`src/rtl/core/rkd_pkg.sv`:
```
package rkd_pkg;

  localparam int unsigned DataW    = 32;
  localparam int unsigned TimeW    = 31;
  localparam int unsigned DragW    = 16;
  localparam int unsigned GravW    = 24;
  localparam int unsigned IdxW     = 8;
  localparam int unsigned CfgDataW = 32;
  localparam int unsigned MulW     = 33;
  localparam int unsigned ProdW    = 66;
  localparam int unsigned WideW    = 68;
  localparam int unsigned SaccW    = 36;
  localparam int unsigned RootW    = 64;
  localparam int unsigned QDepth   = 2;
  localparam int unsigned NumState = 6;

  localparam logic [IdxW-1:0]  RegDrag = IdxW'(0);
  localparam logic [IdxW-1:0]  RegGrav = IdxW'(1);
  localparam logic [DragW-1:0] DragRst = DragW'(2903);
  localparam logic [GravW-1:0] GravRst = GravW'(642908);

  // Offset keeping the six-fold sum plus rounding nonnegative: 6 * 2^32, plus 3.
  localparam logic [SaccW-1:0] Div6Bias = SaccW'(64'h6_0000_0003);

  typedef logic signed [DataW-1:0] word_t;

  typedef struct packed {
    logic [NumState-1:0][DataW-1:0] st;
    logic [TimeW-1:0]               dt;
  } job_t;

  typedef struct packed {
    logic [NumState-1:0][DataW-1:0] st;
    logic                           ovf;
  } res_t;

  typedef struct packed {
    word_t val;
    logic  ovf;
  } sat_t;

  typedef enum logic [2:0] {
    F_IDLE = 3'b001,
    F_DIV  = 3'b010,
    F_PUSH = 3'b100
  } front_state_e;

  typedef enum logic [15:0] {
    S_IDLE    = 16'h0001,
    S_NEXT    = 16'h0002,
    S_SQ_MUL  = 16'h0004,
    S_SQ_ACC  = 16'h0008,
    S_SQRT    = 16'h0010,
    S_AM_MUL  = 16'h0020,
    S_AM_USE  = 16'h0040,
    S_ACC_MUL = 16'h0080,
    S_ACC_USE = 16'h0100,
    S_STG_MUL = 16'h0200,
    S_STG_USE = 16'h0400,
    S_DIV_LD  = 16'h0800,
    S_DIV     = 16'h1000,
    S_UPD_MUL = 16'h2000,
    S_UPD_USE = 16'h4000,
    S_OUT     = 16'h8000
  } eng_state_e;

  function automatic sat_t sat32(input logic signed [WideW-1:0] v);
    sat_t r;
    if (&v[WideW-1:DataW-1] || ~|v[WideW-1:DataW-1]) begin
      r.val = v[DataW-1:0];
      r.ovf = 1'b0;
    end else begin
      r.val = v[WideW-1] ? {1'b1, {(DataW-1){1'b0}}} : {1'b0, {(DataW-1){1'b1}}};
      r.ovf = 1'b1;
    end
    return r;
  endfunction

  // Rounds half up, then shifts right with floor.
  function automatic logic signed [WideW-1:0] rnd_shr(input logic signed [ProdW-1:0] p,
                                                      input int unsigned sh);
    logic signed [WideW-1:0] w;
    w = {{(WideW-ProdW){p[ProdW-1]}}, p};
    w = w + (WideW'(1) << (sh - 1));
    return w >>> sh;
  endfunction

  // Quotient of a value below 96 by six, as a multiply by a scaled reciprocal.
  function automatic logic [3:0] div6_digit(input logic [6:0] x);
    logic [12:0] p;
    p = 13'(x) * 13'd43;
    return p[11:8];
  endfunction

endpackage

```
`src/rtl/core/rkd_queue.sv`:
```
module rkd_queue import rkd_pkg::*; (
  input  logic clk_i,
  input  logic rst_ni,
  input  job_t push_data_i,
  input  logic push_valid_i,
  output logic push_ready_o,
  output job_t pop_data_o,
  output logic pop_valid_o,
  input  logic pop_ready_i
);

  localparam int unsigned PtrW = $clog2(QDepth);
  localparam int unsigned CntW = $clog2(QDepth + 1);

  job_t            mem_q [QDepth];
  logic [PtrW-1:0] wr_q, rd_q;
  logic [CntW-1:0] cnt_q;
  logic            push, pop;

  assign push_ready_o = (cnt_q != CntW'(QDepth));
  assign pop_valid_o  = (cnt_q != '0);
  assign pop_data_o   = mem_q[rd_q];
  assign push         = push_valid_i && push_ready_o;
  assign pop          = pop_valid_o && pop_ready_i;

  always_ff @(posedge clk_i or negedge rst_ni) begin
    if (!rst_ni) begin
      wr_q  <= '0;
      rd_q  <= '0;
      cnt_q <= '0;
    end else begin
      if (push) wr_q <= (wr_q == PtrW'(QDepth - 1)) ? '0 : wr_q + PtrW'(1);
      if (pop)  rd_q <= (rd_q == PtrW'(QDepth - 1)) ? '0 : rd_q + PtrW'(1);
      if (push && !pop) begin
        cnt_q <= cnt_q + CntW'(1);
      end else if (pop && !push) begin
        cnt_q <= cnt_q - CntW'(1);
      end
    end
  end

  always_ff @(posedge clk_i) begin
    if (push) mem_q[wr_q] <= push_data_i;
  end

endmodule

```
`config.mk`:
```
export PLATFORM = sky130hd
export DESIGN_NAME = rkd_queue
export DESIGN_NICKNAME = d
export VERILOG_FILES = /design/src/rtl/core/rkd_pkg.sv /design/src/rtl/core/rkd_queue.sv
export SDC_FILE = /design/constraint.sdc
export NUM_CORES = 1
export LEC_CHECK = 0
export BUFFER_PORTS_ARGS = -buffer_cell sky130_fd_sc_hd__buf_2
export CAP_MARGIN = 20
export CORE_UTILIZATION = 45
export DETAILED_ROUTE_END_ITERATION = 16
export PLACE_DENSITY = 0.73
export RECOVER_POWER = 100
export SLEW_MARGIN = 25
export SYNTH_ARGS = -nofsm -noshare
export SYNTH_HDL_FRONTEND = slang
export SYNTH_SLANG_ARGS = --single-unit
export TNS_END_PERCENT = 30
```
`constraint.sdc`:
```
create_clock -name clk_i -period 10.9 [get_ports clk_i]
set_input_delay 2.18 -clock clk_i [delete_from_list [all_inputs] [get_ports clk_i]]
set_output_delay 2.18 -clock clk_i [all_outputs]
set_load 0.1 [all_outputs]
```
# Word level (Yosys, flattened, before mapping)
# Memory sizes are Yosys's and may differ from the RTL's.
# Index checks and enable logic that the tools add are counted.
[word_totals] register_bits=4 latchBits=0 ramBits=446 rom_bits=0 in_bits=227 output_inout_bits=225 wordCells=23 n_memories=1
[memory_table] memory="mem_q" depth=2 word_bits=223 read_ports=1 rd_clocked_by_memory_dff=0 wr=1 line="rkd_queue.sv:15" text="job_t mem_q [QDepth];"
[op_classes] addsub=4 multipliers=0 n_div=0 magnitude_cmp=0 n_eq_ne=1 shift=0 n_mux=6 n_bitwise=0 reduce_logical=8
[ops] cell="logical AND 1 bit" count=4
[ops] cell="two-way mux 1 bit" count=4
[ops] cell="two-way mux 2 bit" count=2
[ops] cell="nonzero test 2 bit" count=2
[ops] cell="adder 1 bit, second input constant" count=2
[ops] cell="adder 2 x 1 -> 2 bit, second input constant" count=1
[ops] cell="zero test 1 bit" count=2
[ops] cell="!= test 2 bit, second input constant" count=1
[ops] cell="subtractor 2 x 1 -> 2 bit, second input constant" count=1

# Logic depth before layout (Yosys ltp)
# Gate-level depths: netlist of the first run.
[logic_depth] ltp_word=6 depth_mapped=7 mapped_depth_nobuf=7

# Worst setup path before layout of the first run
# No wires, ideal clock.
[synth_path] path_type="input to register" startpoint="input port push_valid_i" endpoint="memory mem_q[0][0] (netlist bit) (enable)" setup_ns=0.811 arrival_time_ns=11.573 t_required_ns=10.089 slack_ns=-1.485 cell_stages=2 n_path_buf=0 cell_sequence="nand2_1 nor2_1"
[synth_between] elab_chain_len=3
[synth_lines] item="from (decl)" line="rkd_queue.sv:5" text="input logic push_valid_i,"
[synth_lines] item="logical AND 1 bit" line="rkd_queue.sv:23" text="assign push = push_valid_i && push_ready_o;"
[synth_lines] item="two-way mux 1 bit" line="rkd_queue.sv:43" text="if (push) mem_q[wr_q] <= push_data_i;"
[synth_lines] item="two-way mux 1 bit (implied by the code)" line="rkd_queue.sv:43"
[synth_lines] item="to (decl)" line="rkd_queue.sv:15"
# Every way passes these cells.

# Worst setup path after layout of the first run
[layout_path] startpoint="input port push_valid_i" endpoint="memory mem_q[0][192] (netlist bit) (enable)"
# Same word-level chain as after synthesis.

==> impl_metrics.py, run 1 <==
metrics = {
    "run_status": {
        "outcome": "complete, but fails checks",
        "violations": "capacitance limit, slew limit",
    },
    "detailed_routing": {
        "drtPass1Iterations": 6,
        "drt-initial-drc-count": 410,
        "wl_um": 33400,
        "maxUsedRoutingLayer": "met5",
        "vias": 8384,
        "wl_met3_um": 2590,
        "m1WireLength_um": 12200,
        "viasPerCell": 4.91,
        "route.met2.wl_um": 17400,
        "drc": 0,
        "final_antenna_net_count": 0,
        "detail_route.wl_per_cell_um": 19.6,
    },
    "clocking": {
        "ctsHoldBuffers": 0,
        "clk_pin_slew_worst_paths_ns": 0.05,
        "post_cts_buffers": 0,
        "cts_buffers": 47,
        "cts_resized": 0,
        "clkLatencyLatePin_ns": 0.55,
        "cts_root_buffer": "clkbuf_16",
        "cts_tree": "yes",
        "clk_path_buf_depth": 3,
        "cts_sinks": 450,
        "h-tree-depth": 2,
    },
    "die": {
        "fp.dieW_um": 196,
        "rows": 70,
        "core_mm2": 0.0368,
        "dieHeight_um": 196,
        "ios": 452,
        "die-area_mm2": 0.0384,
        "start_util_pct": 46.1,
    },
    "critical_path": {
        "crit_path_cell_trace": "buf_2, nand2_1, nor2_1, clkbuf_1, clkbuf_1",
        "cp_max_fo": 73,
        "worstReg2RegEnd": "mem_q[0][192]",
        "reg2reg_from": "cnt_q[0]",
        "arrival_ns": 7.35,
        "path_delay_family": "buffers and inverters",
        "crit_top_cell": "clkbuf_1",
        "rr_worst_depth": 5,
        "max_stage_delay_ns": 3.04,
        "r2r_slack_ns": 4.70,
        "required_ns": 10.95,
        "cp-startpoint": "push_valid_i",
        "cpMaxStageDelayCell": "clkbuf_1",
        "critPathBufInv": 3,
        "critPathLaunchType": "input pin",
        "cp-end-kind": "register",
        "critPathKind": "in -> reg",
    },
    "logic_synthesis": {
        "synth.distinct_cells": 15,
        "syn_avg_cell_area_um2": 23.8,
        "netlist_area_mm2": 0.0169,
        "synth.net_count": 940,
        "yosys_warnings": 0,
        "synthCells": 712,
        "ys_seq_area_share_pct": 79.6,
        "synth-seq-cells": 450,
    },
    "run": {
        "max_cap_viol_count": 7,
    },
    "min_path": {
        "whs_path_depth": 1,
        "hold_end": "cnt_q[1]",
        "min_path_type": "reg -> reg",
        "min-delay-start": "cnt_q[1]",
    },
    "sta": {
        "grt_setup_unrepaired": "false",
        "relSlewSlack_pct": -202,
        "tightest_slew_ns": 4.53,
        "fin_tns_setup_ns": 0,
        "fmax_ghz": 0.137,
        "drv_slew": 424,
        "skew_ns": 0.0142,
        "finalSetupViolations": 0,
        "fin_crit_sh_pct": 67.0,
        "min_period_ns": 7.30,
        "hold_viol": 0,
    },
    "final_layout": {
        "synthToLayoutAreaGrowth_pct": 22.2,
        "layout_common_cells": "edfxtp_1, clkbuf_1, mux2_4",
        "multi_input_area_mm2": 0.00320,
        "nets": 1424,
        "drive_above_1_share_pct": 33.7,
        "seq_area_mm2": 0.0135,
        "final_common_cell": "edfxtp_1",
        "fillCellCount": 2945,
    },
    "global_route": {
        "grt_use_total_pct": 16.8,
        "grt_overflow_total": 0,
        "grt_antenna_before_repair": 7,
        "grt_max_degree": 124,
        "grt_pass1_wl_um": 48800,
        "first_global_vias": 8655,
    },
    "placed_design": {
        "dp.final_hpwl_um": 22300,
        "portBuffers": 451,
        "gp_congestion": 0.782,
    },
}
cell type report:
type / instances / area share [%]
clock buffer: 57 / 6.07
multi-input combinational: 236 / 15.5
timing repair buffer: 460 / 9.22
inverter: 1 / 0.0181
tap: 468 / 2.83
clock inverter: 29 / 1.15
sequential: 450 / 65.2
antenna: 6 / 0.0725
cells by family (layout without fill, tap and decap cells):
kind of cell,count (synthesis),in the layout,synth area share [%]
XOR/XNOR,5,5,0.259
buffers and inverters,26,547,1.46
flip-flops,450,450,79.6
multiplexers,223,223,18.4
other,0,6,0
adder cells (fa/ha/maj),1,1,0.0738
AND/OR/NAND/NOR,7,7,0.199
state kept, by name, indices dropped and copies added (netlist names):
register and cells:
mem_q 446, cnt_q 2, rd_q 1, wr_q 1
worst max path at each step:
stage / to / slack [ns] / depth (start not counted)
floorplan: mem_q[0][0] / 2.31 / 2
global placement: mem_q[0][88] / 5.68 / 5
detailed placement: mem_q[0][164] / 5.61 / 5
CTS: pop_data_o[128] / 5.68 / 3
global route: mem_q[0][190] / 3.10 / 5
finish: mem_q[0][192] / 3.60 / 5
cells in the mapped netlist:
cell,instances,area share (%)
edfxtp_1,446,79
mux2_4,160,14
mux2_2,63,4.2
buf_6,19,1.3
buf_2,6,0.18
dfrtp_1,4,0.59
xnor2_1,3,0.16
nand2_1,2,0.044
nor2_1,2,0.044
xor2_1,2,0.10
and3_1,1,0.037
ha_1,1,0.074
inv_1,1,0.022
nand2b_1,1,0.037
or2_2,1,0.037
worst register-to-register path, cell delays in order, from the launching register on:
cell and delay, ns:
dfrtp_1 0.41, nand2b_1 0.19, nand2_1 0.13, nor2_1 0.85, clkbuf_1 1.01, clkbuf_1 3.05
stage by stage:
step | instances | util, % | setup WS, ns | cell area, um2 | hold slack [ns]
global placement | 1613 | 53.3 | 5.68 | 19600 | 0.476
finish | 1707 | 56.3 | 3.60 | 20700 | 0.493
floorplan | 712 | - | 2.31 | 16900 | 0.456
detailed placement | 1614 | 53.4 | 5.61 | 19600 | 0.477
CTS | 1700 | 57.5 | 5.68 | 21100 | 0.491
global route | 1707 | 56.3 | 3.10 | 20700 | 0.506
per-layer routing:
metal | up-vias | GRT usage (%)
met2 | 320 | 29.0
met3 | 83 | 5.26
met1 | 4152 | 18.7
li1 | 3827 | -
met5 | - | 0
met4 | 2 | 8.65
Power of run 1 is left out: the tool's default activity adds up to more than one toggle a clock period on the data nets, which glitch-free logic cannot reach.
==> inputs of run 2 (changes only) <==
==> constraint.sdc (replaced) <==
create_clock -name clk_i -period 6.2 [get_ports clk_i]
set_input_delay 1.24 -clock clk_i [delete_from_list [all_inputs] [get_ports clk_i]]
set_output_delay 1.24 -clock clk_i [all_outputs]
set_load 0.1 [all_outputs]
==> run 2 against run 1 <==
Net effect: the run still ends with capacitance limit, slew limit left; sequential share of layout area is 1.2 points lower; via count decreased by 1.1%; non-clock buffer count unchanged; critical endpoint is now pop_data_o[4]; core utilization increased by 1.0 points; final cell count about the same.
==> impl_metrics.py, run 2 (synthesis gave the netlist of run 1 again) <==
metrics = {
    "die": {
        "rows": 70,
        "dieHeight_um": 196,
        "ios": 452,
        "die-area_mm2": 0.0384,
        "start_util_pct": 46.1,
        "fp.dieW_um": 196,
        "core_mm2": 0.0368,
    },
    "detailed_routing": {
        "drc": 0,
        "detail_route.wl_per_cell_um": 19.3,
        "wl_um": 32900,
        "vias": 8292,
        "drt-initial-drc-count": 308,
        "viasPerCell": 4.86,
        "final_antenna_net_count": 0,
        "drtPass1Iterations": 4,
    },
    "global_route": {
        "grt_antenna_before_repair": 6,
        "first_global_vias": 8684,
        "grt_use_total_pct": 16.7,
        "grt_max_degree": 132,
        "grt_pass1_wl_um": 48300,
        "grt_overflow_total": 0,
    },
    "final_layout": {
        "fillCellCount": 2837,
        "largest-register": "mem_q",
        "final_common_cell": "edfxtp_1",
        "seq_area_mm2": 0.0135,
        "finish.utilization_pct": 57.3,
        "drive_above_1_share_pct": 51.7,
        "synthToLayoutAreaGrowth_pct": 24.4,
        "nets": 1423,
        "multi_input_area_mm2": 0.00320,
        "largest_reg_flops": 446,
        "reg_top3": "mem_q: 446 flops, cnt_q: 2 flops",
        "layout_common_cells": "edfxtp_1, buf_2, mux2_4",
    },
    "clocking": {
        "clkLatencyLatePin_ns": 0.55,
        "h-tree-depth": 2,
        "cts_root_buffer": "clkbuf_16",
        "clk_pin_slew_worst_paths_ns": 0.06,
        "cts_tree": "yes",
        "cts_buffers": 46,
        "ctsHoldBuffers": 0,
        "clk_path_buf_depth": 3,
        "cts_resized": 0,
        "cts_sinks": 450,
        "post_cts_buffers": 0,
    },
    "critical_path": {
        "required_ns": 4.96,
        "cp_max_fo": 37,
        "cpMaxStageDelayCell": "dfrtp_1",
        "crit_path_cell_trace": "buf_12, mux2_2, clkbuf_1",
        "arrival_ns": 3.62,
        "critPathKind": "reg -> out",
        "cp-end-kind": "output pin",
        "critPathLaunchType": "register",
        "max_stage_delay_ns": 1.67,
    },
    "run_status": {
        "violations": "capacitance limit, slew limit",
        "outcome": "complete, but fails checks",
    },
    "sta": {
        "drv_slew": 190,
        "tightest_slew_ns": 2.38,
        "fmax_ghz": 0.206,
        "finalSetupViolations": 0,
        "timing.final.ws_setup_ns": 1.34,
        "whs_ns": 0.502,
        "min_period_ns": 4.86,
        "relSlewSlack_pct": -59.0,
        "grt_setup_unrepaired": "false",
        "fin_crit_sh_pct": 78.3,
        "hold_viol": 0,
        "skew_ns": 0.0114,
    },
    "placed_design": {
        "dp.final_hpwl_um": 22300,
        "dp_worst_setup_slack_ns": 2.85,
        "gp_congestion": 0.774,
        "portBuffers": 451,
    },
    "run": {
        "max_cap_viol_count": 5,
    },
    "min_path": {
        "min_path_type": "in -> async",
    },
}
## run 2: changes by cell type in the layout (fill, tap and decap cells not counted), moves of 2 or more
cell / previous run / this run
clkbuf_1: 341 / 121
buf_2: 123 / 336
clkinv_4: 1 / 3
clkinv_1: 13 / 9
clkinvlp_4: 1 / 3
buf_12: 1 / 6
## run 2: path summary, 6_finish.rpt
kind                                      end  slack, ns      from  cells after the start
worst min-delay path                     wr_q       0.50    rst_ni                      1
worst min register to register           wr_q       0.51      wr_q                      1
min in group clk_i                       wr_q       0.51      wr_q                      1
worst max-delay path            pop_data_o[4]       1.34      rd_q                      3
max in group asynchronous            cnt_q[1]       5.51    rst_ni                      1
worst max register to register   mem_q[0][66]       1.82  cnt_q[0]                      5
## run 2: layout make-up
class,instances,area share (%)
Sequential cell,450,64.0
Clock buffer,55,5.92
Antenna cell,7,0.0831
Timing Repair Buffer,460,10.7
Tap cell,468,2.78
Inverter,1,0.0178
Clock inverter,29,1.32
Multi-Input combinational cell,236,15.2
## run 2: metrics by stage
stage,instance area (um2),std cells,setup TNS (ns)
after detailed placement,19700,1614,0
final,21100,1706,0
after CTS,21200,1698,0
after global placement,19700,1613,0
after global routing,21100,1703,0
after floorplan,17000,712,-199.56
## run 2: worst max-delay path: cells and delay by family (launching register included)
kind,cells,cell delay (ns)
DFF,1,1.67
muxes,1,0.20
buffers and inverters,2,1.18
## run 2: layer usage
layer  track usage (%)  wire (um)  up-vias
met2              28.9      16800      321
li1                  -          -     3821
met1              18.7      12300     4079
met3              5.33       2640       71
met4              8.19       1220        0
met5                 0          0        -
Power of run 2 is left out for the same reason.
==> inputs of run 3 (changes only) <==
--- a/config.mk
+++ b/config.mk
@@ -9,7 +9,7 @@
 export CAP_MARGIN = 20
 export CORE_UTILIZATION = 45
 export DETAILED_ROUTE_END_ITERATION = 16
-export PLACE_DENSITY = 0.73
+export PLACE_DENSITY = 0.7
 export RECOVER_POWER = 100
 export SLEW_MARGIN = 25
 export SYNTH_ARGS = -nofsm -noshare
==> constraint.sdc (replaced) <==
create_clock -name clk_i -period 5 [get_ports clk_i]
set_input_delay 1 -clock clk_i [delete_from_list [all_inputs] [get_ports clk_i]]
set_output_delay 1 -clock clk_i [all_outputs]
set_load 0.1 [all_outputs]
==> run 3 against run 2 <==
Net effect: the run still ends with capacitance limit, slew limit left; first-iteration DRC count decreased by 2.9%; via count is 0.21% higher; register-to-register slack got worse by 0.76 ns; highest routed layer is now met5; critical path type unchanged; design area down 0.80%; core utilization decreased by 0.46 points; critical path depth stayed put; global-route usage is 0.23 points higher; final cell count grew 0.41%; largest cell class unchanged.
==> impl_metrics.py, run 3 (synthesis gave the netlist of run 1 again) <==
metrics = {
    "detailed_routing": {
        "viasPerCell": 4.85,
        "detail_route.wl_per_cell_um": 19.4,
        "vias": 8309,
        "drt-initial-drc-count": 299,
        "drc": 0,
        "final_antenna_net_count": 0,
        "wl_um": 33300,
        "drtPass1Iterations": 6,
    },
    "final_layout": {
        "nets": 1432,
        "reg_top3": "mem_q: 446 flops, cnt_q: 2 flops",
        "layout_common_cells": "edfxtp_1, clkbuf_1, buf_2",
        "largest-register": "mem_q",
        "drive_above_1_share_pct": 38.5,
        "fillCellCount": 2981,
        "fin_cells": 1713,
        "final_common_cell": "edfxtp_1",
        "multi_input_area_mm2": 0.00320,
        "largest_reg_flops": 446,
        "synthToLayoutAreaGrowth_pct": 23.4,
        "seq_area_mm2": 0.0135,
        "finish.utilization_pct": 56.8,
    },
    "critical_path": {
        "arrival_ns": 3.20,
        "reg2reg_from": "cnt_q[0]",
        "required_ns": 4.00,
        "worstReg2RegEnd": "mem_q[1][152]",
        "cp-end-kind": "output pin",
        "critPathKind": "reg -> out",
        "rr_worst_depth": 3,
        "r2r_slack_ns": 1.06,
        "critPathLaunchType": "register",
        "cp_max_fo": 50,
    },
    "placed_design": {
        "gp_congestion": 0.738,
        "dp.final_hpwl_um": 22600,
        "portBuffers": 451,
        "dp_cells": 1624,
    },
    "clocking": {
        "ctsHoldBuffers": 0,
        "cts_sinks": 450,
        "cts_resized": 0,
        "cts_root_buffer": "clkbuf_16",
        "clkLatencyLatePin_ns": 0.55,
        "clk_path_buf_depth": 3,
        "cts_buffers": 46,
        "h-tree-depth": 2,
        "post_cts_buffers": 0,
        "clk_pin_slew_worst_paths_ns": 0.06,
        "cts_tree": "yes",
    },
    "sta": {
        "tightest_slew_ns": 3.05,
        "fin_tns_setup_ns": 0,
        "min_period_ns": 4.20,
        "drv_slew": 87,
        "whs_ns": 0.271,
        "skew_ns": 0.00718,
        "hold_viol": 0,
        "fmax_ghz": 0.238,
        "grt_setup_unrepaired": "false",
        "relSlewSlack_pct": -103,
        "finalSetupViolations": 0,
        "fin_crit_sh_pct": 84.0,
    },
    "global_route": {
        "grt_max_degree": 69,
        "grt_antenna_before_repair": 4,
        "grt_overflow_total": 0,
        "grtUsageMet3_pct": 5.62,
        "first_global_vias": 8783,
        "grt_pass1_wl_um": 48700,
        "grt-busiest-layer": "met2",
        "grt_use_met1_pct": 18.6,
        "use_met2_pct": 29.8,
        "grt_use_total_pct": 16.9,
    },
    "die": {
        "fp.dieW_um": 196,
        "die-area_mm2": 0.0384,
        "rows": 70,
        "dieHeight_um": 196,
        "core_mm2": 0.0368,
        "start_util_pct": 46.1,
        "ios": 452,
    },
    "run_status": {
        "violations": "capacitance limit, slew limit",
        "outcome": "complete, but fails checks",
    },
    "run": {
        "max_cap_viol_count": 2,
    },
    "min_path": {
        "min_path_type": "in -> async",
    },
}
run 3: worst max path at each step:
| stage | from | end | slack [ns] | cells past startpoint |
|---|---|---|---|---|
| after floorplan | push_valid_i | mem_q[0][0] | 0.1 | 2 |
| after global placement | rd_q | pop_data_o[108] | 1.90 | 3 |
| after detailed placement | rd_q | pop_data_o[15] | 1.89 | 3 |
| after CTS | rd_q | pop_data_o[19] | 1.27 | 3 |
| after global routing | rd_q | pop_data_o[175] | 0.60 | 3 |
| final | rd_q | pop_data_o[174] | 0.80 | 3 |
run 3: area by class of cell:
class                   instances  area share, %
clock buffers                  62           6.10
repair buffers                469           10.2
inverters                       1         0.0180
clock inverters                21          0.981
flip-flops and latches        450           64.5
well taps                     468           2.80
multi-input cells             236           15.3
diodes                          6         0.0718
run 3: critical path: stages, from the launching register on:
cell and delay (ns):
dfrtp_4 0.99, clkbuf_1 0.88, mux2_4 0.30, clkbuf_2 0.46
run 3: layer usage:
metal  part of all wire, %  up-vias
met1                    37     4094
li1                      -     3835
met3                   8.1       62
met2                    52      316
met4                   2.9        2
met5                 0.024        -
run 3: through the flow:
stage	setup WS (ns)	instance area [um2]
after floorplan	0.0994	17000
final	0.800	20900
after global placement	1.90	19800
after detailed placement	1.89	19800
after CTS	1.27	21300
after global routing	0.603	20900
Power of run 3 is left out for the same reason.
