==> src/rtl/core/rkd_pkg.sv <==
package rkd_pkg;

  localparam int unsigned DataW    = 32;
  localparam int unsigned TimeW    = 31;
  localparam int unsigned DragW    = 16;
  localparam int unsigned GravW    = 24;
  localparam int unsigned IdxW     = 8;
  localparam int unsigned CfgDataW = 32;
  localparam int unsigned MulW     = 33;
  localparam int unsigned ProdW    = 66;
  localparam int unsigned WideW    = 68;
  localparam int unsigned SaccW    = 36;
  localparam int unsigned RootW    = 64;
  localparam int unsigned QDepth   = 2;
  localparam int unsigned NumState = 6;

  localparam logic [IdxW-1:0]  RegDrag = IdxW'(0);
  localparam logic [IdxW-1:0]  RegGrav = IdxW'(1);
  localparam logic [DragW-1:0] DragRst = DragW'(2903);
  localparam logic [GravW-1:0] GravRst = GravW'(642908);

  // Offset keeping the six-fold sum plus rounding nonnegative: 6 * 2^32, plus 3.
  localparam logic [SaccW-1:0] Div6Bias = SaccW'(64'h6_0000_0003);

  typedef logic signed [DataW-1:0] word_t;

  typedef struct packed {
    logic [NumState-1:0][DataW-1:0] st;
    logic [TimeW-1:0]               dt;
  } job_t;

  typedef struct packed {
    logic [NumState-1:0][DataW-1:0] st;
    logic                           ovf;
  } res_t;

  typedef struct packed {
    word_t val;
    logic  ovf;
  } sat_t;

  typedef enum logic [2:0] {
    F_IDLE = 3'b001,
    F_DIV  = 3'b010,
    F_PUSH = 3'b100
  } front_state_e;

  typedef enum logic [15:0] {
    S_IDLE    = 16'h0001,
    S_NEXT    = 16'h0002,
    S_SQ_MUL  = 16'h0004,
    S_SQ_ACC  = 16'h0008,
    S_SQRT    = 16'h0010,
    S_AM_MUL  = 16'h0020,
    S_AM_USE  = 16'h0040,
    S_ACC_MUL = 16'h0080,
    S_ACC_USE = 16'h0100,
    S_STG_MUL = 16'h0200,
    S_STG_USE = 16'h0400,
    S_DIV_LD  = 16'h0800,
    S_DIV     = 16'h1000,
    S_UPD_MUL = 16'h2000,
    S_UPD_USE = 16'h4000,
    S_OUT     = 16'h8000
  } eng_state_e;

  function automatic sat_t sat32(input logic signed [WideW-1:0] v);
    sat_t r;
    if (&v[WideW-1:DataW-1] || ~|v[WideW-1:DataW-1]) begin
      r.val = v[DataW-1:0];
      r.ovf = 1'b0;
    end else begin
      r.val = v[WideW-1] ? {1'b1, {(DataW-1){1'b0}}} : {1'b0, {(DataW-1){1'b1}}};
      r.ovf = 1'b1;
    end
    return r;
  endfunction

  // Rounds half up, then shifts right with floor.
  function automatic logic signed [WideW-1:0] rnd_shr(input logic signed [ProdW-1:0] p,
                                                      input int unsigned sh);
    logic signed [WideW-1:0] w;
    w = {{(WideW-ProdW){p[ProdW-1]}}, p};
    w = w + (WideW'(1) << (sh - 1));
    return w >>> sh;
  endfunction

  // Quotient of a value below 96 by six, as a multiply by a scaled reciprocal.
  function automatic logic [3:0] div6_digit(input logic [6:0] x);
    logic [12:0] p;
    p = 13'(x) * 13'd43;
    return p[11:8];
  endfunction

endpackage

==> src/rtl/core/rkd_if.sv <==
interface rkd_launch_if import rkd_pkg::*; ();
  logic             valid;
  logic             ready;
  word_t            start_pos_x;
  word_t            start_pos_y;
  word_t            start_pos_z;
  word_t            start_vel_x;
  word_t            start_vel_y;
  word_t            start_vel_z;
  logic [TimeW-1:0] flight_time;

  modport source(output valid, start_pos_x, start_pos_y, start_pos_z, start_vel_x,
                 start_vel_y, start_vel_z, flight_time, input ready);
  modport sink(input valid, start_pos_x, start_pos_y, start_pos_z, start_vel_x,
               start_vel_y, start_vel_z, flight_time, output ready);
endinterface


==> src/rtl/core/rkd_front.sv <==
module rkd_front import rkd_pkg::*; #(
  parameter int unsigned GridPoints = 100
) (
  input  logic       clk_i,
  input  logic       rst_ni,
  rkd_launch_if.sink launch,
  output job_t       job_o,
  output logic       job_valid_o,
  input  logic       job_ready_i
);

  // The step is the flight time times a rounded-up reciprocal of GridPoints - 1, which is
  // exact for every 31-bit flight time.
  localparam int unsigned LogD      = $clog2(GridPoints - 1);
  localparam int unsigned Shift     = TimeW + LogD;
  localparam int unsigned RecW      = TimeW + 1;
  localparam int unsigned QProdW    = TimeW + RecW;
  localparam logic [63:0] RecipWide = ((64'd1 << Shift) / 64'(GridPoints - 1)) + 64'd1;
  localparam logic [RecW-1:0] Recip = RecW'(RecipWide);

  front_state_e state_q, state_d;
  logic [NumState-1:0][DataW-1:0] st_q;
  logic [TimeW-1:0]  num_q;
  logic [QProdW-1:0] quo_prod;
  logic              take;

  assign launch.ready = (state_q == F_IDLE);
  assign take         = launch.valid && launch.ready;
  assign quo_prod     = QProdW'(num_q) * QProdW'(Recip);
  assign job_valid_o  = (state_q == F_PUSH);
  assign job_o.st     = st_q;
  assign job_o.dt     = num_q;

  always_comb begin
    state_d = state_q;
    unique case (state_q)
      F_IDLE: if (take) state_d = F_DIV;
      F_DIV:  state_d = F_PUSH;
      F_PUSH: if (job_ready_i) state_d = F_IDLE;
      default: state_d = F_IDLE;
    endcase
  end

  always_ff @(posedge clk_i or negedge rst_ni) begin
    if (!rst_ni) begin
      state_q <= F_IDLE;
    end else begin
      state_q <= state_d;
    end
  end

  always_ff @(posedge clk_i) begin
    if (take) begin
      st_q[0] <= launch.start_pos_x;
      st_q[1] <= launch.start_pos_y;
      st_q[2] <= launch.start_pos_z;
      st_q[3] <= launch.start_vel_x;
      st_q[4] <= launch.start_vel_y;
      st_q[5] <= launch.start_vel_z;
      num_q   <= launch.flight_time;
    end else if (state_q == F_DIV) begin
      num_q <= TimeW'(quo_prod >> Shift);
    end
  end

endmodule

==> src/flat_wrapper.sv <==
// flat-port wrapper written by rule: the top's interface ports become plain ports
module rkd_front_flat import rkd_pkg::*;
#(
  parameter int unsigned GridPoints = 100
)
  (clk_i, rst_ni, job_o, job_valid_o, job_ready_i, launch_valid, launch_start_pos_x, launch_start_pos_y, launch_start_pos_z, launch_start_vel_x, launch_start_vel_y, launch_start_vel_z, launch_flight_time, launch_ready);
  rkd_launch_if launch_i ();
  input  logic clk_i;
  input  logic rst_ni;
  output job_t job_o;
  output logic job_valid_o;
  input  logic job_ready_i;
  input wire logic [$bits(launch_i.valid)-1:0] launch_valid;
  input wire logic [$bits(launch_i.start_pos_x)-1:0] launch_start_pos_x;
  input wire logic [$bits(launch_i.start_pos_y)-1:0] launch_start_pos_y;
  input wire logic [$bits(launch_i.start_pos_z)-1:0] launch_start_pos_z;
  input wire logic [$bits(launch_i.start_vel_x)-1:0] launch_start_vel_x;
  input wire logic [$bits(launch_i.start_vel_y)-1:0] launch_start_vel_y;
  input wire logic [$bits(launch_i.start_vel_z)-1:0] launch_start_vel_z;
  input wire logic [$bits(launch_i.flight_time)-1:0] launch_flight_time;
  output wire logic [$bits(launch_i.ready)-1:0] launch_ready;
  assign launch_i.valid = launch_valid;
  assign launch_i.start_pos_x = launch_start_pos_x;
  assign launch_i.start_pos_y = launch_start_pos_y;
  assign launch_i.start_pos_z = launch_start_pos_z;
  assign launch_i.start_vel_x = launch_start_vel_x;
  assign launch_i.start_vel_y = launch_start_vel_y;
  assign launch_i.start_vel_z = launch_start_vel_z;
  assign launch_i.flight_time = launch_flight_time;
  assign launch_ready = launch_i.ready;
  rkd_front #(.GridPoints(GridPoints)) u_core (.clk_i(clk_i), .rst_ni(rst_ni), .launch(launch_i), .job_o(job_o), .job_valid_o(job_valid_o), .job_ready_i(job_ready_i));
endmodule
==> config.mk <==
export PLATFORM = sky130hd
export DESIGN_NAME = rkd_front_flat
export DESIGN_NICKNAME = d
export VERILOG_FILES = /design/src/rtl/core/rkd_pkg.sv /design/src/rtl/core/rkd_if.sv /design/src/rtl/core/rkd_front.sv /design/src/flat_wrapper.sv
export SDC_FILE = /design/constraint.sdc
export NUM_CORES = 1
export LEC_CHECK = 0
export ABC_AREA = 0
export BUFFER_PORTS_ARGS = -buffer_cell sky130_fd_sc_hd__buf_2
export CORE_ASPECT_RATIO = 0.75
export CORE_MARGIN = 1.5
export CORE_UTILIZATION = 58
export CTS_CLUSTER_DIAMETER = 40
export CTS_CLUSTER_SIZE = 28
export DETAILED_ROUTE_END_ITERATION = 8
export GPL_TIMING_DRIVEN = 0
export PLACE_DENSITY = 0.85
export SETUP_SLACK_MARGIN = 0.5
export SYNTH_ARGS = -nofsm -noshare
export SYNTH_HDL_FRONTEND = slang
export SYNTH_SLANG_ARGS = --single-unit
==> constraint.sdc <==
create_clock -name clk_i -period 7.82 [get_ports clk_i]
set_input_delay 1.173 -clock clk_i [delete_from_list [all_inputs] [get_ports clk_i]]
set_output_delay 1.173 -clock clk_i [all_outputs]
set_load 0.005 [all_outputs]
; ---- Word level (Yosys, flattened, before mapping)
; Cells that the tools add are included.
[totals]
regBits = 226
latch_bits = 0
mem_bits_rw = 0
mem_bits_ro = 0
inputBits = 227
output_inout_bits = 225
word_cells = 22
memories = 0
[classes]
n_addsub = 0
n_mul = 1
n_div = 0
n_lt_le_gt_ge = 0
n_eq_ne = 5
shift = 0
mux = 5
bitwise_logic = 0
n_reduce_logical = 3
[op_table]
columns = op, count
row1 = $mul 31x32->63 const B, 1
row2 = $mux 31, 2
row3 = $pmux 3 s3, 1
row4 = $mux 3, 2
row5 = $eq 3x1->1 const B, 1
row6 = $eq 3x2->1 const B, 1
row7 = $eq 3x3->1 const B, 1
row8 = $ne 2x1->1 const B, 1
row9 = $ne 2x2->1 const B, 1
row10 = $reduce_and 2->1, 1
row11 = $reduce_bool 2->1, 1
row12 = $logic_and 1x1->1, 1

; ---- Depth between registers and ports, before layout
; Gate-level depths: netlist of run 1.
[logic_depth]
ltp_word = 4
depth_mapped = 27

; ---- Worst setup path after synthesis of run 1
; Ideal clock, no wire load.
[synth_timing]
path_type = input to register
start = in launch_valid
end = reg u_core.st_q (netlist bit u_core.job_o[100]) (enable)
arrival_ns = 7.057
path_slack_ns = 0.130
stages = 3
path_buffers = 1
cell_sequence = nand2_1 nor3_1 clkbuf_1
[synth_between]
elab_chain_cells = 1
[synth_lines]
columns = element, line_no
row1 = from (decl), flat_wrapper.sv:13  ; input wire logic [$bits(launch_i.valid)-1:0] launch_valid;
row2 = $logic_and 1x1->1, rkd_front.sv:28  ; assign take = launch.valid && launch.ready;
row3 = via u_core.take, rkd_front.sv:25  ; logic take;
row4 = to (decl), rkd_front.sv:22  ; logic [NumState-1:0][DataW-1:0] st_q;
; The timed path passes the listed nets, and every way through them passes these cells.
; A chain may end at the register's enable or synchronous reset.

; ---- Worst setup path in the final report of run 1
[layout_timing]
start = reg u_core.num_q[10]
end = reg u_core.num_q[21], data pin
[layout_between]
elab_chain_cells = 3
[layout_lines]
columns = element, line_no
row1 = from (decl), rkd_front.sv:23  ; logic [TimeW-1:0] num_q;
row2 = from (signal assigned), rkd_front.sv:60  ; num_q <= launch.flight_time;
row3 = from (signal assigned), rkd_front.sv:62  ; num_q <= TimeW'(quo_prod >> Shift);
row4 = $mul 31x32->63, rkd_front.sv:29  ; assign quo_prod = QProdW'(num_q) * QProdW'(Recip);
row5 = $mux 31, rkd_front.sv:61  ; end else if (state_q == F_DIV) begin
row6 = $mux 31, rkd_front.sv:53  ; if (take) begin
; Every way passes these cells. The select of a mux whose other input is x is not followed.

==> results of run 1 <==
==> worst max-delay path, cell delays in order (launching register included) <==
cell and delay, ps:
edfxtp_1 530, fa_2 670, inv_4 50, fa_1 490, fa_1 520, inv_2 50
fa_1 520, inv_2 40, fa_1 530, inv_1 50, fa_1 440, fa_1 520
inv_2 40, fa_2 590, inv_2 60, ha_4 300, nand2_4 60, nor3_4 140
buf_4 140, nand4_1 130, a31oi_2 280, nor3_2 70, a211o_1 370, a21oi_4 190
a31oi_1 120, xor2_1 160, o21ai_1 90
==> layout by cell type (no fill, tap or decap), types with 14 or more instances in the layout <==
master,n
ha_1,332
buf_2,453
nor2_1,14
fa_1,358
buf_4,85
nand2_1,55
clkbuf_16,24
a21oi_1,39
fa_2,14
xnor2_1,17
inv_1,540
ha_4,15
a21o_1,16
edfxtp_1,223
o21ai_0,31
==> final cells by class <==
cell class | count | area [µm²] | share of cell area (%)
clock inverter | 20 | 254.0 | 0.9090
buffer | 10 | 50.05 | 0.1791
tap | 512 | 640.6 | 2.293
inverter | 551 | 2071 | 7.411
antenna | 11 | 27.53 | 0.09851
timing repair buffer | 545 | 3022 | 10.81
clock buffer | 24 | 600.6 | 2.149
sequential | 226 | 6773 | 24.24
multi-input combinational | 1073 | 14510 | 51.91
==> kinds of logic after synthesis <==
group           synth area share [%]
mux                          0.04926
flops                          29.63
compound gates                 5.042
fa+ha+maj                      51.74
xor+xnor                       1.073
buf+inv                        9.224
simple gates                   3.241
==> synthesized netlist by cell type, drive strengths merged (3+ instances only) <==
| cell type | instances |
|---|---|
| a21o | 16 |
| clkbuf | 8 |
| a31oi | 8 |
| nor2b | 6 |
| and4 | 6 |
| ha | 350 |
| inv | 551 |
| nor2 | 16 |
| o21bai | 6 |
| nor3 | 12 |
| o221ai | 5 |
| o21ai | 45 |
| a211oi | 8 |
| nand2 | 60 |
| xor2 | 9 |
| fa | 372 |
| xnor2 | 19 |
| a21oi | 51 |
| edfxtp | 223 |
| and2 | 5 |
| o211ai | 9 |
| o31ai | 3 |
| and3 | 13 |
| nand3 | 14 |
| nand2b | 5 |
| nand4 | 4 |
==> worst paths after layout <==
path	endpoint	slack, ps	from
worst max-delay path	u_core.num_q[21]$_DFFE_PP_	310	u_core.num_q[10]$_DFFE_PP_
worst max register to register	u_core.num_q[21]$_DFFE_PP_	310	u_core.num_q[10]$_DFFE_PP_
max in group asynchronous	u_core.state_q[0]$_DFFE_PN1P_	7200	rst_ni
worst min-delay path	u_core.state_q[2]$_DFFE_PN0P_	420	rst_ni
min in group clk_i	u_core.state_q[2]$_DFFE_PN0P_	580	u_core.state_q[0]$_DFFE_PN1P_
worst min register to register	u_core.state_q[2]$_DFFE_PN0P_	580	u_core.state_q[0]$_DFFE_PN1P_
==> per-layer routing <==
layer	track usage (%)	vias up
li1	-	7121
met1	57.24	8471
met2	53.53	1124
met3	24.46	154
met4	9.930	6
met5	1.322	-
==> metrics by stage <==
stage,instance area (µm²),setup TNS [ps],hold WS [ps],setup WS (ps)
after detailed placement,25800,-5562,561.9,-560.4
after CTS,27600,0,417.4,345.9
final,27940,0,424.0,312.1
after floorplan,22860,0,472.3,643.1
after global placement,25760,-4972,491.8,-503.0
after global routing,27930,0,418.6,186.8
==> registers in the layout (all words and copies together) (netlist names) <==
signal	flops
u_core.job_o	192
u_core.state_q	3
u_core.num_q	31
==> timing repair <==
action | CTS | global route
setup buffers | 67 | 26
resized for setup | 92 | 34
pin swaps | 52 | 42
gates cloned | 0 | 0
hold buffers | 0 | 0
setup endpoints to repair | 25 | 23
==> summary.txt, run 1 <==
Layout
  – Final cell utilization of the core: 72.48%
  – Area delta synth->final: 22.25%
  – Nets: 3380
  – Filler cell count: 2662
  – Layout cells sized above 1: 28.34%
  – Filler-free cell count of the finished design: 2972

Timing
  – Final Max Tran Viols: 0
  – Max-slew headroom: 28.99%
  – Hold Fails Final Rpt: 0
  – Tmin final: 7508 ps
  – Final period utilization: 96.01%
  – Slew at the pin closest to its max-slew limit: 1063 ps
  – Fmax: 133.2 MHz
  – Final Skew: 27.53 ps
  – Setup violators final: 0
  – RSZ-0062 raised after global routing: yes

Placed design
  – Placed cells: 2824
  – Gp weighted congestion: 1.039
  – Post-DP HPWL: 66410 µm
  – Buffers on Ports: 451

Logic synthesis
  – Post-Syn Instances: 1860
  – Synth async-reset ratio: 1.327%
  – Netlist cell types: 61
  – Mean Syn Cell Area: 12.29 µm²
  – Top post-synthesis cells by area: fa_1 (33%), edfxtp_1 (29%), ha_1 (19%)
  – Synth warn: 0
  – Post-Syn Area: 0.02286 mm²
  – Mapped Nets: 2809
  – Number of synthesized flops with an enable pin: 223
  – Ys flop type: edfxtp_1
  – Register area share after synthesis: 29.63%
  – Largest area contributor in the netlist: fa_1
  – Post-synth top area share: 32.58%
  – Yosys reg bits: 226

CTS
  – Sinks on Clock Net: 226
  – Root buf cell: clkbuf_16
  – Max H-tree Level: 1
  – Clk buf depth: 3
  – TritonCTS buffer count: 24
  – Later-pin clock latency in the skew report: 560 ps
  – CTS tree: built
  – Clk slew on worst S/H paths: 80 ps

Critical path
  – Largest fanout on the critical path: 4
  – WP data arrival: 7770 ps
  – Startpoint types: flop
  – Reg2reg path depth: 26
  – Critical path class: flop to flop
  – Nature of the critical path endpoint: flop
  – Data required time of the worst path: 8090 ps

Global routing
  – Congestion Overflow GR: 0
  – Total GRT Usage: 40.88%
  – Vias in the first global route: 17658
  – Largest net degree at the start of global routing: 106
  – Initial antenna violation count: 16
  – First-pass GRT wire length: 116200 µm

Die
  – Starting Density: 59.28%
  – Die W: 232.2 µm
  – Die area: 0.04062 mm²
  – Core Area: 0.03855 mm²
  – Die Y-Extent: 174.9 µm
  – Rows: 62
  – Number of top-level pins: 452

Routing
  – DRC viols: 0
  – Max Used Layer: met5
  – Vias after detailed routing: 16876
  – Post-DRT Antenna Nets: 0
  – Met2 WL: 32420 µm
  – DRT Pass-1 Iters: 7
  – Metal-1 WL: 31720 µm
  – WL per Instance: 27.32 µm
  – Metal3 WL: 14630 µm
  – Vias per cell: 5.678
  – Detailed Route WL: 81190 µm
  – Number of DRC markers in iteration 0: 1814

Job
  – Max cap viols: 0

Hold path
  – Min-delay worst type: input port to asynchronous set/reset pin

Outcome
  – Status: finished clean
Power of run 1 is left out: the tool's default activity adds up to more than one toggle a clock period on the data nets, which glitch-free logic cannot reach.
==> run 2: changes to the inputs <==
--- a/config.mk
+++ b/config.mk
@@ -5,7 +5,7 @@
 export SDC_FILE = /design/constraint.sdc
 export NUM_CORES = 1
 export LEC_CHECK = 0
-export ABC_AREA = 0
+export ABC_AREA = 1
 export BUFFER_PORTS_ARGS = -buffer_cell sky130_fd_sc_hd__buf_2
 export CORE_ASPECT_RATIO = 0.75
 export CORE_MARGIN = 1.5
@@ -16,6 +16,7 @@
 export GPL_TIMING_DRIVEN = 0
 export PLACE_DENSITY = 0.85
 export SETUP_SLACK_MARGIN = 0.5
+export SLEW_MARGIN = 40
 export SYNTH_ARGS = -nofsm -noshare
 export SYNTH_HDL_FRONTEND = slang
 export SYNTH_SLANG_ARGS = --single-unit
==> constraint.sdc (replaced) <==
create_clock -name clk_i -period 7.6 [get_ports clk_i]
set_input_delay 1.14 -clock clk_i [delete_from_list [all_inputs] [get_ports clk_i]]
set_output_delay 1.14 -clock clk_i [all_outputs]
set_load 0.005 [all_outputs]
==> run 2 against run 1 <==
Against the previous run:
- fmax rose by 7.8%
- setup slack improved by 320 ps
- first-iteration DRC count rose by 7.3%
- register-to-register slack improved by 320 ps
- worst hold slack got worse by 91 ps
- critical path depth fell by 4
- count of clock-buffer cells in the layout rose by 7
- synthesized cell count rose by 38%
- flip-flop and latch count did not move
- clock skew fell by 8.4 ps
- critical path type unchanged
- largest cell class unchanged
- highest routed layer unchanged
==> summary.txt, run 2 <==
Global routing
  – Global routing's busiest layer: met2 (was met1)
  – Total GRT Usage: 40.16% (was 40.88%)
  – Vias in the first global route: 20391 (was 17658)
  – GR Layer Usage met3: 16.83% (was 24.46%)
  – Initial antenna violation count: 15 (was 16)
  – Congestion Overflow GR: 0 (unchanged)
  – Largest net degree at the start of global routing: 77 (was 106)
  – First-pass GRT wire length: 127500 µm (was 116200 µm)
  – Global-route met2 utilization: 59.16% (was 53.53%)
  – Met1 Track Usage GR: 52.93% (was 57.24%)

Routing
  – DRT Pass-1 Iters: 6 (was 7)
  – Vias per cell: 5.388 (was 5.678)
  – WL per Instance: 23.93 µm (was 27.32 µm)
  – Number of DRC markers in iteration 0: 1946 (was 1814)
  – Post-DRT Antenna Nets: 0 (unchanged)
  – DRC viols: 0 (unchanged)
  – Detailed Route WL: 88970 µm (was 81190 µm)
  – Vias after detailed routing: 20032 (was 16876)

CTS
  – Clk slew on worst S/H paths: 80 ps (about the same)
  – Hold_buf cts: 0 (unchanged)
  – CTS tree: built (unchanged)
  – TritonCTS buffer count: 29 (was 24)
  – Clk buf depth: 3 (unchanged)
  – Later-pin clock latency in the skew report: 590 ps (was 560 ps)
  – Root buf cell: clkbuf_16 (unchanged)
  – Sinks on Clock Net: 226 (unchanged)
  – Max H-tree Level: 1 (unchanged)

Logic synthesis
  – Netlist cell types: 36 (was 61)
  – Post-Synth Simple-Gate Area: 12.56% (was 3.241%)
  – Most frequent cells after synthesis: inv_1 (789), nand2_1 (528), fa_1 (372) (was inv_1 (551), fa_1 (372), ha_1 (350))
  – Synth Area in Adders: 47.12% (was 51.74%)
  – Ys flop type: edfxtp_1 (unchanged)
  – Post-Syn Area: 0.02510 mm² (was 0.02286 mm²)
  – Mapped Nets: 3519 (was 2809)
  – Main combinational cell family by area after synthesis: adder cells (unchanged)
  – Number of synthesized flops with an enable pin: 223 (unchanged)
  – Synth warn: 0 (unchanged)
  – Largest area contributor in the netlist: fa_1 (unchanged)
  – Register area share after synthesis: 26.99% (was 29.63%)
  – Mean Syn Cell Area: 9.765 µm² (was 12.29 µm²)
  – Post-Syn Instances: 2570 (was 1860)
  – Yosys reg bits: 226 (unchanged)
  – Synth Area in XOR/XNOR: 0.1396% (was 1.073%)
  – Post-synth top area share: 29.67% (was 32.58%)
  – Synth async-reset ratio: 1.327% (unchanged)
  – Top post-synthesis cells by area: fa_1 (30%), edfxtp_1 (27%), ha_1 (17%) (was fa_1 (33%), edfxtp_1 (29%), ha_1 (19%))
  – Mux share of post-synthesis cell area: 0% (was 0.04927%)
  – Most frequent cell after synthesis: inv_1 (unchanged)
  – Compound-cell area share of the yosys netlist: 1.162% (was 5.042%)

Layout
  – Layout cells sized above 1: 21.41% (was 28.34%)
  – Area delta synth->final: 19.83% (was 22.25%)
  – Most frequent cells in the layout: inv_1 (783), nand2_1 (519), buf_2 (454) (was inv_1 (540), buf_2 (453), fa_1 (358))
  – Most common cell after layout, fill and taps aside: inv_1 (unchanged)
  – Max reg flops: 192 (unchanged)
  – Filler cell count: 3220 (was 2662)
  – Filler-free cell count of the finished design: 3718 (was 2972)
  – Nets: 4067 (was 3380)

Critical path
  – WP data arrival: 7290 ps (was 7770 ps)
  – CP max-delay cell: fa_1 (was fa_2)
  – Critical path class: flop to flop (unchanged)
  – Cell repeated most along the worst path: fa_1 (unchanged)
  – Slowest cell delay on critical path: 690 ps (was 670 ps)
  – Nature of the critical path endpoint: flop (unchanged)
  – Largest fanout on the critical path: 7 (was 4)
  – Reg2reg setup slack: 630 ps (was 310 ps)
  – Startpoint types: flop (unchanged)
  – Worst path cell trace: fa_1 -> inv_1 -> fa_1 -> inv_1 -> fa_1 -> fa_1 -> fa_1 -> fa_1 -> fa_1 -> ha_1 -> ha_1 -> nand2_1 -> nor2_1 -> nand2_1 -> inv_1 -> nand2_1 -> nor2_1 -> nand2_1 -> nand3_1 -> nand2_1 -> nand3_1 -> nand2_1
  – Data required time of the worst path: 7930 ps (was 8090 ps)

Timing
  – Final period utilization: 91.67% (was 96.01%)
  – Final Skew: 19.18 ps (was 27.53 ps)
  – RSZ-0062 raised after global routing: yes (unchanged)
  – Final Max Tran Viols: 0 (unchanged)
  – Tmin final: 6967 ps (was 7508 ps)
  – Fmax: 143.5 MHz (was 133.2 MHz)
  – Slew at the pin closest to its max-slew limit: 678.9 ps (was 1063 ps)
  – Max-slew headroom: 54.74% (was 28.99%)
  – Final setup TNS: 0 ps (unchanged)
  – Hold Fails Final Rpt: 0 (unchanged)
  – Setup violators final: 0 (unchanged)

Die
  – Die W: 243.2 µm (was 232.2 µm)
  – Number of top-level pins: 452 (unchanged)
  – Die area: 0.04454 mm² (was 0.04062 mm²)
  – Core Area: 0.04237 mm² (was 0.03855 mm²)
  – Rows: 65 (was 62)
  – Starting Density: 59.23% (was 59.28%)
  – Die Y-Extent: 183.1 µm (was 174.9 µm)

Placed design
  – Placed cells: 3593 (was 2824)
  – Gp weighted congestion: 1.048 (was 1.039)
  – Post-DP HPWL: 75500 µm (was 66410 µm)
  – Buffers on Ports: 451 (unchanged)

Outcome
  – Status: finished clean (unchanged)

Hold path
  – Min-delay worst type: input port to asynchronous set/reset pin (unchanged)

Job
  – Max cap viols: 0 (unchanged)
run 2: area by class of cell:
cell class | count | area [µm²] | share of cell area [%]
flip-flops and latches | 226 | 6773 | 22.52
repair buffers | 517 | 2872 | 9.548
inverters | 797 | 2994 | 9.956
multi-input cells | 1542 | 15580 | 51.82
well taps | 569 | 711.9 | 2.367
plain buffers | 5 | 37.54 | 0.1248
clock inverters | 21 | 334.1 | 1.111
clock buffers | 31 | 743.2 | 2.471
diodes | 10 | 25.02 | 0.08321
run 2: worst max-delay path: cells and delay by family (launching register included):
kind	cells	cell delay [ps]
buffers and inverters	3	320
DFF	1	640
and+or+nand+nor	10	1200
adders and majority gates	9	4530
run 2: what timing repair did:
item,CTS,global route
endpoints found under the setup margin,24,23
endpoints found under the hold margin,0,0
setup buffers,25,38
pin swaps,1,21
gates resized for setup,10,62
run 2: through the flow:
step / instance area [µm²] / hold slack (ps) / utilization, % / setup WS, ps
finish: 30070 / 332.6 / 70.98 / 633.3
global route: 30070 / 326.8 / 70.96 / 426.8
global placement: 28070 / 541.0 / 66.24 / 136.7
CTS: 29490 / 324.8 / 69.59 / 440.6
detailed placement: 28160 / 579.7 / 66.46 / 33.81
floorplan: 25100 / 507.6 / - / 1217
run 2: path summary, 6_finish.rpt:
| kind | startpoint | end | depth (start not counted) |
|---|---|---|---|
| max in group asynchronous | rst_ni | u_core.state_q[0]$_DFFE_PN1P_ | 1 |
| hold / removal | rst_ni | u_core.state_q[1]$_DFFE_PN0P_ | 1 |
| hold reg to reg | u_core.state_q[1]$_DFFE_PN0P_ | u_core.state_q[2]$_DFFE_PN0P_ | 1 |
| setup reg to reg | u_core.num_q[24]$_DFFE_PP_ | u_core.num_q[17]$_DFFE_PP_ | 22 |
| setup / recovery | u_core.num_q[24]$_DFFE_PP_ | u_core.num_q[17]$_DFFE_PP_ | 22 |
| min in group clk_i | u_core.state_q[1]$_DFFE_PN0P_ | u_core.state_q[2]$_DFFE_PN0P_ | 1 |
run 2: layer usage:
layer,wire length (µm),vias to the layer above
met5,256,-
met4,3826,10
met3,12490,180
met2,38890,1197
met1,33520,9824
li1,-,8821
run 2: logic make-up after synthesis:
group / count (synthesis)
fa+ha+maj: 722
flops: 226
simple gates: 761
compound gates: 55
buf+inv: 802
xor+xnor: 4
Power of run 2 is left out for the same reason.
